**src/lltc_pkg.sv**
```systemverilog
// ----------------------------------------------------------------------------
// LCD line timing package
// Shared types and constants: request/response beats, register map, modes.
// ----------------------------------------------------------------------------
`default_nettype none

package lltc_pkg;

   // Timing constants
   localparam logic [8:0] DOTS_PER_LINE = 9'd456;
   localparam logic [7:0] VISIBLE_LINES = 8'd144;
   localparam logic [7:0] TOTAL_LINES   = 8'd154;
   localparam logic [8:0] OAM_SCAN_DOTS = 9'd80;
   localparam logic [7:0] VISIBLE_WIDTH = 8'd160;
   localparam logic [7:0] WX_MAX        = VISIBLE_WIDTH + 8'd6;
   localparam logic [8:0] DOT_MAX       = 9'd511;

   // Operations
   localparam logic [1:0] OP_TICK  = 2'd0;
   localparam logic [1:0] OP_READ  = 2'd1;
   localparam logic [1:0] OP_WRITE = 2'd2;

   // Modes (status bits 1:0)
   localparam logic [1:0] MODE_HBLANK  = 2'd0;
   localparam logic [1:0] MODE_VBLANK  = 2'd1;
   localparam logic [1:0] MODE_OAM     = 2'd2;
   localparam logic [1:0] MODE_DRAWING = 2'd3;

   // Register map
   localparam logic [15:0] ADDR_LCDC = 16'hFF40;
   localparam logic [15:0] ADDR_STAT = 16'hFF41;
   localparam logic [15:0] ADDR_SCY  = 16'hFF42;
   localparam logic [15:0] ADDR_SCX  = 16'hFF43;
   localparam logic [15:0] ADDR_LY   = 16'hFF44;
   localparam logic [15:0] ADDR_LYC  = 16'hFF45;
   localparam logic [15:0] ADDR_BGP  = 16'hFF47;
   localparam logic [15:0] ADDR_OBP0 = 16'hFF48;
   localparam logic [15:0] ADDR_OBP1 = 16'hFF49;
   localparam logic [15:0] ADDR_WY   = 16'hFF4A;
   localparam logic [15:0] ADDR_WX   = 16'hFF4B;

   localparam logic [7:0] STAT_RESET     = 8'h02;
   localparam logic [7:0] STAT_KEEP_MASK = 8'h87;
   localparam logic [7:0] STAT_WR_MASK   = 8'h78;
   localparam logic [7:0] OBP_WR_MASK    = 8'hFC;
   localparam logic [7:0] READ_UNMAPPED  = 8'hFF;

   // Status bit positions
   localparam int STAT_COINC_BIT = 2;
   localparam int STAT_HBL_IE    = 3;
   localparam int STAT_VBL_IE    = 4;
   localparam int STAT_LYC_IE    = 6;
   localparam int LCDC_WIN_EN    = 5;

   typedef struct packed {
      logic [1:0]  operation;
      logic [15:0] address;
      logic [7:0]  write_data;
      logic        drawing_done;
   } req_type;

   typedef struct packed {
      logic [7:0] read_data;
      logic [1:0] lcd_mode;
      logic [7:0] current_line;
      logic [7:0] window_line_count;
      logic       start_drawing;
      logic       vblank_irq;
      logic       lcd_irq;
   } rsp_type;

endpackage

`default_nettype wire

```
**src/lcd_line_timing_controller.sv**
```systemverilog
// ----------------------------------------------------------------------------
// LCD line timing controller
// Display timing, STAT/LY registers and interrupt requests of the video unit.
// ----------------------------------------------------------------------------
// One request beat (dot tick, register read or register write) is taken per
// clock and answered by exactly one response beat in the following cycle. The
// register state updates at the request handshake; the response register
// holds the read data, the mode, LY and the window line as they stand after
// that beat, plus the start-drawing, vblank and STAT interrupt pulses. The
// request side stays ready while the response register is empty or being
// drained, so with rsp_ready held high the block sustains one beat per clock.
`default_nettype none

module lcd_line_timing_controller
   import lltc_pkg::*;
(
   input  wire logic    clock,
   input  wire logic    reset,
   input  wire logic    req_valid,
   output logic         req_ready,
   input  wire req_type req_data,
   output logic         rsp_valid,
   input  wire logic    rsp_ready,
   output rsp_type      rsp_data
);

   logic    step_en;
   rsp_type step_rsp;
   logic    rsp_valid_ff, rsp_valid_in;
   rsp_type rsp_data_ff;

   assign req_ready = !rsp_valid_ff || rsp_ready;
   assign step_en   = req_valid && req_ready;

   lltc_core u_core (
      .clock   (clock),
      .reset   (reset),
      .step_en (step_en),
      .req     (req_data),
      .rsp     (step_rsp)
   );

   assign rsp_valid_in = step_en || (rsp_valid_ff && !rsp_ready);

   always_ff @(posedge clock) begin
      if (reset) begin
         rsp_valid_ff <= 1'b0;
      end else begin
         rsp_valid_ff <= rsp_valid_in;
      end
   end

   always_ff @(posedge clock) begin
      if (step_en) begin
         rsp_data_ff <= step_rsp;
      end
   end

   assign rsp_valid = rsp_valid_ff;
   assign rsp_data  = rsp_data_ff;

   // every accepted beat shows up as a response on the next cycle
   a_step_rsp: assert property (@(posedge clock) disable iff (reset)
      step_en |=> rsp_valid)
      else $error("accepted beat produced no response");

   a_start_mode: assert property (@(posedge clock) disable iff (reset)
      (rsp_valid && rsp_data.start_drawing) |-> (rsp_data.lcd_mode == MODE_DRAWING))
      else $error("start_drawing outside drawing mode");

   a_vbl_mode: assert property (@(posedge clock) disable iff (reset)
      (rsp_valid && rsp_data.vblank_irq) |->
         (rsp_data.lcd_mode == MODE_VBLANK && rsp_data.current_line >= VISIBLE_LINES))
      else $error("vblank request without entering vblank");

   a_pulse_excl: assert property (@(posedge clock) disable iff (reset)
      rsp_valid |-> !(rsp_data.start_drawing && rsp_data.vblank_irq))
      else $error("start_drawing and vblank in one beat");

endmodule

`default_nettype wire

```
**src/lltc_core.sv**
```systemverilog
// ----------------------------------------------------------------------------
// LCD line timing core
// Register file, dot counter and mode sequencer; one beat per cycle while step_en is high.
// ----------------------------------------------------------------------------
`default_nettype none

module lltc_core
   import lltc_pkg::*;
(
   input  wire logic    clock,
   input  wire logic    reset,
   input  wire logic    step_en,
   input  wire req_type req,
   output rsp_type      rsp
);

   logic [7:0] lcdc_ff, lcdc_in;
   logic [7:0] stat_ff, stat_in;
   logic [7:0] scy_ff, scy_in;
   logic [7:0] scx_ff, scx_in;
   logic [7:0] ly_ff, ly_in;
   logic [7:0] lyc_ff, lyc_in;
   logic [7:0] bgp_ff, bgp_in;
   logic [7:0] obp0_ff, obp0_in;
   logic [7:0] obp1_ff, obp1_in;
   logic [7:0] wy_ff, wy_in;
   logic [7:0] wx_ff, wx_in;
   logic [8:0] dot_ff, dot_in;
   logic [7:0] win_line_ff, win_line_in;

   logic [8:0] dot_inc;
   logic [7:0] ly_p1;
   logic       win_on_line;
   logic       lyc_hit;
   logic       line_end;
   logic [7:0] rd_data;
   logic       start_pulse, vbl_pulse, lcd_pulse;

   assign dot_inc     = (dot_ff < DOT_MAX) ? dot_ff + 9'd1 : dot_ff;
   assign ly_p1       = ly_ff + 8'd1;
   assign lyc_hit     = (ly_p1 == lyc_ff);
   assign line_end    = (dot_inc >= DOTS_PER_LINE);
   assign win_on_line = lcdc_ff[LCDC_WIN_EN] && (wx_ff <= WX_MAX)
                        && (wy_ff < VISIBLE_LINES) && (ly_ff >= wy_ff);

   always_comb begin
      unique case (req.address)
         ADDR_LCDC: rd_data = lcdc_ff;
         ADDR_STAT: rd_data = stat_ff;
         ADDR_SCY:  rd_data = scy_ff;
         ADDR_SCX:  rd_data = scx_ff;
         ADDR_LY:   rd_data = ly_ff;
         ADDR_LYC:  rd_data = lyc_ff;
         ADDR_BGP:  rd_data = bgp_ff;
         ADDR_OBP0: rd_data = obp0_ff;
         ADDR_OBP1: rd_data = obp1_ff;
         ADDR_WY:   rd_data = wy_ff;
         ADDR_WX:   rd_data = wx_ff;
         default:   rd_data = READ_UNMAPPED;
      endcase
   end

   always_comb begin
      lcdc_in     = lcdc_ff;
      stat_in     = stat_ff;
      scy_in      = scy_ff;
      scx_in      = scx_ff;
      ly_in       = ly_ff;
      lyc_in      = lyc_ff;
      bgp_in      = bgp_ff;
      obp0_in     = obp0_ff;
      obp1_in     = obp1_ff;
      wy_in       = wy_ff;
      wx_in       = wx_ff;
      dot_in      = dot_ff;
      win_line_in = win_line_ff;
      start_pulse = 1'b0;
      vbl_pulse   = 1'b0;
      lcd_pulse   = 1'b0;

      unique case (req.operation)
         OP_TICK: begin
            dot_in = dot_inc;
            unique case (stat_ff[1:0])
               MODE_HBLANK, MODE_VBLANK: begin
                  if (line_end) begin
                     // advance LY and refresh the coincidence flag
                     if (win_on_line) begin
                        win_line_in = win_line_ff + 8'd1;
                     end
                     ly_in = ly_p1;
                     stat_in[STAT_COINC_BIT] = lyc_hit;
                     lcd_pulse = lyc_hit && stat_ff[STAT_LYC_IE];
                     dot_in = '0;
                     if (stat_ff[1:0] == MODE_HBLANK) begin
                        if (ly_p1 >= VISIBLE_LINES) begin
                           stat_in[1:0] = MODE_VBLANK;
                           vbl_pulse = 1'b1;
                           if (stat_ff[STAT_VBL_IE]) begin
                              lcd_pulse = 1'b1;
                           end
                        end else begin
                           stat_in[1:0] = MODE_OAM;
                        end
                     end else if (ly_p1 >= TOTAL_LINES) begin
                        stat_in[1:0] = MODE_OAM;
                        ly_in        = '0;
                        win_line_in  = '0;
                     end
                  end
               end
               MODE_OAM: begin
                  if (dot_inc >= OAM_SCAN_DOTS) begin
                     stat_in[1:0] = MODE_DRAWING;
                     start_pulse  = 1'b1;
                  end
               end
               default: begin
                  if (req.drawing_done) begin
                     stat_in[1:0] = MODE_HBLANK;
                     lcd_pulse    = stat_ff[STAT_HBL_IE];
                  end
               end
            endcase
         end
         OP_WRITE: begin
            unique case (req.address)
               ADDR_LCDC: lcdc_in = req.write_data;
               ADDR_STAT: stat_in = (stat_ff & STAT_KEEP_MASK)
                                    | (req.write_data & STAT_WR_MASK);
               ADDR_SCY:  scy_in  = req.write_data;
               ADDR_SCX:  scx_in  = req.write_data;
               ADDR_LY:   ly_in   = '0;
               ADDR_LYC:  lyc_in  = req.write_data;
               ADDR_BGP:  bgp_in  = req.write_data;
               ADDR_OBP0: obp0_in = req.write_data & OBP_WR_MASK;
               ADDR_OBP1: obp1_in = req.write_data & OBP_WR_MASK;
               ADDR_WY:   wy_in   = req.write_data;
               ADDR_WX:   wx_in   = req.write_data;
               default:   ;
            endcase
         end
         default: ;
      endcase
   end

   always_comb begin
      rsp.read_data         = (req.operation == OP_READ) ? rd_data : 8'h00;
      rsp.lcd_mode          = stat_in[1:0];
      rsp.current_line      = ly_in;
      rsp.window_line_count = win_line_in;
      rsp.start_drawing     = start_pulse;
      rsp.vblank_irq        = vbl_pulse;
      rsp.lcd_irq           = lcd_pulse;
   end

   always_ff @(posedge clock) begin
      if (reset) begin
         lcdc_ff     <= '0;
         stat_ff     <= STAT_RESET;
         scy_ff      <= '0;
         scx_ff      <= '0;
         ly_ff       <= '0;
         lyc_ff      <= '0;
         bgp_ff      <= '0;
         obp0_ff     <= '0;
         obp1_ff     <= '0;
         wy_ff       <= '0;
         wx_ff       <= '0;
         dot_ff      <= '0;
         win_line_ff <= '0;
      end else if (step_en) begin
         lcdc_ff     <= lcdc_in;
         stat_ff     <= stat_in;
         scy_ff      <= scy_in;
         scx_ff      <= scx_in;
         ly_ff       <= ly_in;
         lyc_ff      <= lyc_in;
         bgp_ff      <= bgp_in;
         obp0_ff     <= obp0_in;
         obp1_ff     <= obp1_in;
         wy_ff       <= wy_in;
         wx_ff       <= wx_in;
         dot_ff      <= dot_in;
         win_line_ff <= win_line_in;
      end
   end

endmodule

`default_nettype wire
```
**config.mk**
```make
export PLATFORM = sky130hd
export DESIGN_NAME = lcd_line_timing_controller
export DESIGN_NICKNAME = d
export VERILOG_FILES = /design/src/lltc_pkg.sv /design/src/lcd_line_timing_controller.sv /design/src/lltc_core.sv
export SDC_FILE = /design/constraint.sdc
export NUM_CORES = 1
export LEC_CHECK = 0
export BUFFER_PORTS_ARGS = -buffer_cell sky130_fd_sc_hd__buf_2
export CORE_MARGIN = 5
export CORE_UTILIZATION = 40
export CTS_CLUSTER_SIZE = 30
export DETAILED_ROUTE_END_ITERATION = 8
export PLACE_DENSITY = 0.67
export SKIP_LAST_GASP = 1
export SYNTH_ARGS = -nofsm -noshare
export SYNTH_HDL_FRONTEND = slang
export SYNTH_SLANG_ARGS = --single-unit
```
**constraint.sdc**
```tcl
create_clock -name clock -period 3.9 [get_ports clock]
set_input_delay 0.585 -clock clock [delete_from_list [all_inputs] [get_ports clock]]
set_output_delay 0.585 -clock clock [all_outputs]
set_load 0.02 [all_outputs]
```
Word level (Yosys, flattened, before mapping)
Cells that the tools add are included.
- bits in latches: 0
- ROM bits: 0
- memories: 0
- bits of input ports: 31
- logic and storage cells: 116
- flip-flop bits (word level): 131
- bits in writable memories: 0
- shift operators: 0
- div/mod/pow operators: 0
- $mul: 0
- $lt $le $gt $ge: 8
- bitwise operators: 1
- multiplexer cells: 34
- add/subtract/negate cells: 3
- equal/unequal tests: 19
- reductions and logical operators: 28
- operator list (operator ; count):
    == test 16 bit, second input constant ; 11
    two-way mux 8 bit ; 11
    one-hot mux 8 bit (11 select lines) ; 1
    AND reduction 3 bit ; 10
    two-way mux 9 bit ; 3
    adder 8 x 1 -> 8 bit, second input constant ; 2
    greater-or-equal comparator 8 bit, second input constant ; 2
    one-hot mux 8 bit (2 select lines) ; 1
    two-way mux 2 bit ; 5
    adder 9 x 1 -> 9 bit, second input constant ; 1
    greater-or-equal comparator 9 x 7 -> 1 bit, second input constant ; 1
    greater-or-equal comparator 9 bit, second input constant ; 1
    less-than comparator 9 bit, second input constant ; 1
    == test 8 bit ; 1
    greater-or-equal comparator 8 bit ; 1
    <= comparator 8 bit, second input constant ; 1
    less-than comparator 8 bit, second input constant ; 1
    two-way mux 1 bit ; 8
    bitwise OR 8 x 7 -> 8 bit ; 1
    logical AND 1 bit ; 6
    two-way mux 3 bit ; 2
    one-hot mux 3 bit (2 select lines) ; 1
    AND reduction 5 bit ; 1
    == test 2 x 1 -> 1 bit, second input constant ; 2
    12 further kinds ; 18

Logic depth before layout (Yosys ltp)
- depth in word-level cells: 10
- depth in mapped cells: 11
- mapped depth without buffers: 9

Modules after synthesis
A second synthesis with hierarchy kept.
- cell total of the unflattened synthesis: 876
- area, all modules: 7141.8 um^2
- modules (own cells, without submodules) (module ; times used ; cells each ; area an instance (um^2)):
    lltc_core ; 1 ; 842 ; 6216.0
    lcd_line_timing_controller ; 1 ; 34 ; 925.9

Least setup slack after synthesis
No wires, ideal clock.
- path type: input to register
- from: input port rsp_ready
- to: register u_core.obp1_ff[3]
- setup slack: 0.659 ns
- arrival time: 3.114 ns
- stages: 7
- cells stage by stage: or2b_1 > nand2_2 > inv_1 > nand2_1 > nor4_2 > mux2i_1 > nor2_1
- word-level cells in the longest chain between the ends: 3
- ends and longest elaborated chain (what ; line ; RTL):
    from (decl) ; lcd_line_timing_controller.sv:23 ; input wire logic rsp_ready,
    logical OR 1 bit ; lcd_line_timing_controller.sv:32 ; assign req_ready = !rsp_valid_ff || rsp_ready;
    logical AND 1 bit ; lcd_line_timing_controller.sv:33 ; assign step_en = req_valid && req_ready;
    named net step_en ; lcd_line_timing_controller.sv:27 ; logic step_en;
    AND reduction 3 bit (no line) ; n/a ;
    to (signal assigned) ; lltc_core.sv:181 ; obp1_ff <= obp1_in;
    to (decl) ; lltc_core.sv:25 ; logic [7:0] obp1_ff, obp1_in;
The timed path passes the listed nets, and every way through them passes these cells.
A chain may end at the register's enable or synchronous reset.

Final worst setup path
- from: register u_core.ly_ff[1]
- to: register u_core.ly_ff[7]
- word-level cells in the longest chain between the ends: 7
- ends and longest elaborated chain (what ; line ; RTL):
    from (decl) ; lltc_core.sv:21 ; logic [7:0] ly_ff, ly_in;
    from (signal assigned) ; lltc_core.sv:177 ; ly_ff <= ly_in;
    adder 8 x 1 -> 8 bit * ; lltc_core.sv:40 ; assign ly_p1 = ly_ff + 8'd1;
    greater-or-equal comparator 8 bit ; lltc_core.sv:105 ; end else if (ly_p1 >= TOTAL_LINES) begin
    two-way mux 8 bit ; lltc_core.sv:105 ;
    two-way mux 8 bit * ; lltc_core.sv:95 ; if (stat_ff[1:0] == MODE_HBLANK) begin
    two-way mux 8 bit * ; lltc_core.sv:86 ; if (line_end) begin
    two-way mux 8 bit * ; lltc_core.sv:84 ; unique case (stat_ff[1:0])
    one-hot mux 8 bit (2 select lines) * ; lltc_core.sv:81 ; unique case (req.operation)
Every way passes the cells marked *; elsewhere a longest branch is shown, timed or not.

==> flow_summary_export.csv <==
group,metric,value,unit
status,status,"completed",
logic_synthesis,ys_async_sr_fraction,0,
clock_network,cts.repair.resized,0,
setup_path,arrival,3.47,ns
setup_path,rr_worst_depth,10,
routing,vias,6208,
routing,drc,0,
layout,syn2layout_area_growth,15.0,%
power_and_ir_drop,clkPwrFrac,0.506,
logic_synthesis,synth.top_cells.by_count,"101 x dfxtp_1, 74 x a21oi_1, 74 x nor2_1",
sta,slew_viol_final,0,
sta,clock.fmax,0.319,GHz
layout,layout.nets,862,
hold_path,worstHoldStart,"req_valid",
power_and_ir_drop,p_leak,2.75,nW
sta,worst_pin_slew,0.833,ns
grt,antenna_found_initial,0,
place,dpl.hpwl,14.0,mm
setup_path,crit_type,"reg -> reg",
power_and_ir_drop,internal_power,2.39,mW
die,dieHeight,142,um
logic_synthesis,netlist.area_leader.share,0.292,
logic_synthesis,yosysWarningCount,0,
logic_synthesis,netlist_area,0.00693,mm2
job,maxCapViolations,0,
power_and_ir_drop,p_sw_frac,0.239,
sta,setup_viol,0,
logic_synthesis,syn-num-nets,821,
clock_network,cts-root-buf,"clkbuf_16",
die,initial_core_util,0.403,
clock_network,cts.path.max_buffers,2,
sta,rsz0062_at_grt,"false",
logic_synthesis,syn_avg_cell_area,8.91,um2
setup_path,end_kind,"flop",
routing,wl_per_cell,19.0,um
setup_path,r2r_start,"u_core.ly_ff[1]",
clock_network,cts_hold_buffers,0,
grt,first_global_vias,5842,
power_and_ir_drop,p_switching,0.754,mW
setup_path,rr_endpoint,"u_core.ly_ff[7]",
setup_path,cp_max_fo,12,
setup_path,slowest_stage,"nor3_2",
power_and_ir_drop,powerDensity,395,mW/mm2
hold_path,min_to,"rsp_valid",
sta,hold_viol,0,
grt,overflow,0,
setup_path,start_kind,"flop",
logic_synthesis,synth.most_common_cell,"dfxtp_1",
setup_path,cp_top_family,"compound AO/OA/AOI/OAI gates",
power_and_ir_drop,ir_worst_vdd,0.292,mV
clock_network,cts.clk_slew.worst_paths,0.06,ns
routing,routed_wl,20.1,mm
clock_network,clock_latency,0.42,ns
setup_path,crit_required,4.23,ns
sta,maxSlewHeadroom,0.441,
logic_synthesis,yosys-top-cells-area,"dfxtp_1 29%, edfxtp_1 13%, mux2i_1 5.9%",
clock_network,clock-sinks,130,
hold_path,hp-class,"in -> reg",
logic_synthesis,ys_ff_latch,130,
sta,setup-tns-final,0,ns
logic_synthesis,synth-edff-count,29,
sta,clock_skew,0.00698,ns
setup_path,crit_top_cell,"o21ai_0",
sta,min_period,3.14,ns
die,io_pins,62,
grt,grt_max_degree,41,
die,die_w,142,um
logic_synthesis,ys_types,77,
logic_synthesis,syn_inst,778,
clock_network,cts_made_buffers,17,
hold_path,holdPathStages,3,
setup_path,slowest_delay,0.58,ns
layout,antenna_cells,0,
setup_path,crit_chain,"inv_1 -> ha_1 -> nor4b_1 -> a211oi_1 -> o21ai_0 -> a221oi_1 -> buf_4 -> nor3_2 -> o21ai_0 -> a311oi_1",
logic_synthesis,seq_area_frac_synth,0.417,
power_and_ir_drop,comb_power_share,0.048,
power_and_ir_drop,sequentialPowerShare,0.445,
routing,vias_per_cell,5.87,
routing,first_iter_violations,603,
die,fp.coreArea,0.0172,mm2
layout,final_util,0.464,
die,die-area,0.0201,mm2
grt,grt_pass1_wl,32.3,mm
clock_network,htreeDepth,4,
place,port_buffers,61,
die,num_rows,48,
clock_network,cts_tree,"built",
logic_synthesis,yosysTopAreaCell,"dfxtp_1",
routing,first_pass_iters,5,
grt,track_usage,0.203,
setup_path,cp_num_buf_inv,2,
routing,postRouteAntennaNets,0,
logic_synthesis,synthFlopType,"dfxtp_1",
sta,fin_crit_sh,0.805,
clock_network,post_cts_buffers,0,
setup_path,reg2reg_slack,0.76,ns
layout,drive_gt1_frac,0.171,
place,place_congestion,0.913,
==> power by group through the flow <==
stage / sequential, mW / clock [mW] / combinational (mW)
floorplan: 1.45 / 0 / 0.0651
global placement: 1.43 / 0 / 0.150
detailed placement: 1.43 / 0 / 0.151
CTS: 1.40 / 1.61 / 0.152
global route: 1.40 / 1.67 / 0.162
finish: 1.40 / 1.59 / 0.152
==> worst reg2reg max path, stage by stage, from the launching register on <==
cell and delay, ns:
dfxtp_1 0.51, inv_1 0.11, ha_1 0.38, nor4b_1 0.27, a211oi_1 0.09, o21ai_0 0.25, a221oi_1 0.11, buf_4 0.20
nor3_2 0.58, o21ai_0 0.25, a311oi_1 0.29
==> per-stage QoR <==
step / instance area, um2 / hold WS (ns) / setup slack [ns] / total power [mW] / cells
floorplan: 6930 / 0.431 / 0.659 / 1.52 / 778
global route: 7970 / 0.455 / 0.519 / 3.24 / 1057
detailed placement: 7380 / 0.445 / 0.677 / 1.58 / 1025
global placement: 7380 / 0.437 / 0.859 / 1.58 / 1025
finish: 7970 / 0.446 / 0.761 / 3.15 / 1057
CTS: 7970 / 0.440 / 0.823 / 3.17 / 1057
==> layout make-up <==
class / count / area, um2
timing repair buffer: 77 / 425
tap: 225 / 282
clock inverter: 12 / 115
sequential: 130 / 2890
inverter: 23 / 86.3
fill: 1675 / 9210
multi-input combinational: 570 / 3690
clock buffer: 20 / 479
==> cell families (layout without fill, tap and decap cells) <==
logic type | Yosys count | count (layout) | synth area share
flip-flops | 130 | 130 | 0.417
multiplexers | 43 | 43 | 0.0628
AO/OA/AOI/OAI | 196 | 196 | 0.190
adder cells (fa/ha/maj) | 12 | 12 | 0.0217
buffers and inverters | 78 | 132 | 0.0509
AND/OR/NAND/NOR | 299 | 299 | 0.232
XOR/XNOR | 20 | 20 | 0.0253
==> registers in the layout (all words and copies together) (netlist names) <==
signal	flops
u_core.lcdc_ff	8
u_core.lyc_ff	8
u_core.bgp_ff	8
u_core.scy_ff	8
u_core.scx_ff	8
u_core.ly_ff	8
rsp_data	29
u_core.dot_ff	9
u_core.obp0_ff	6
u_core.obp1_ff	6
u_core.wx_ff	8
u_core.win_line_ff	8
rsp_valid	1
u_core.wy_ff	8
u_core.stat_ff	7
==> routing by layer <==
layer  vias up  GRT usage  routed length (um)
met5         -          0                   0
met3        24     0.0458                1520
met4         0     0.0586                 365
met1      2920      0.272                8780
met2       284      0.327                9430
li1       2980          -                   -
==> worst max path at each step <==
| stage | startpoint | endpoint | slack (ns) | cells past startpoint |
|---|---|---|---|---|
| floorplan | rsp_ready | u_core.obp1_ff[3] | 0.66 | 7 |
| finish | u_core.ly_ff[1] | u_core.ly_ff[7] | 0.76 | 10 |
| global route | u_core.ly_ff[1] | u_core.ly_ff[7] | 0.52 | 10 |
| global placement | u_core.ly_ff[1] | u_core.ly_ff[7] | 0.86 | 10 |
| CTS | u_core.ly_ff[1] | u_core.ly_ff[7] | 0.82 | 10 |
| detailed placement | req_data[14] | rsp_data[13] | 0.68 | 7 |
==> placed cells by master, fill, tap and decap left out, drive strengths merged, types with 5 or more instances in the layout <==
master	n
nand2	74
a31oi	14
inv	30
nand3	47
o21ai	24
a22oi	6
nand4	7
dfxtp	101
a222oi	7
and2	5
mux2i	42
or3	6
nor3	19
a221oi	18
a22o	10
edfxtp	29
a211oi	5
clkbuf	20
a311oi	5
nor2b	7
xor2	6
buf	77
a21oi	74
ha	12
xnor2	14
nor2	75
nor4	17
and3	17
(Power assumes the default switching activity.)
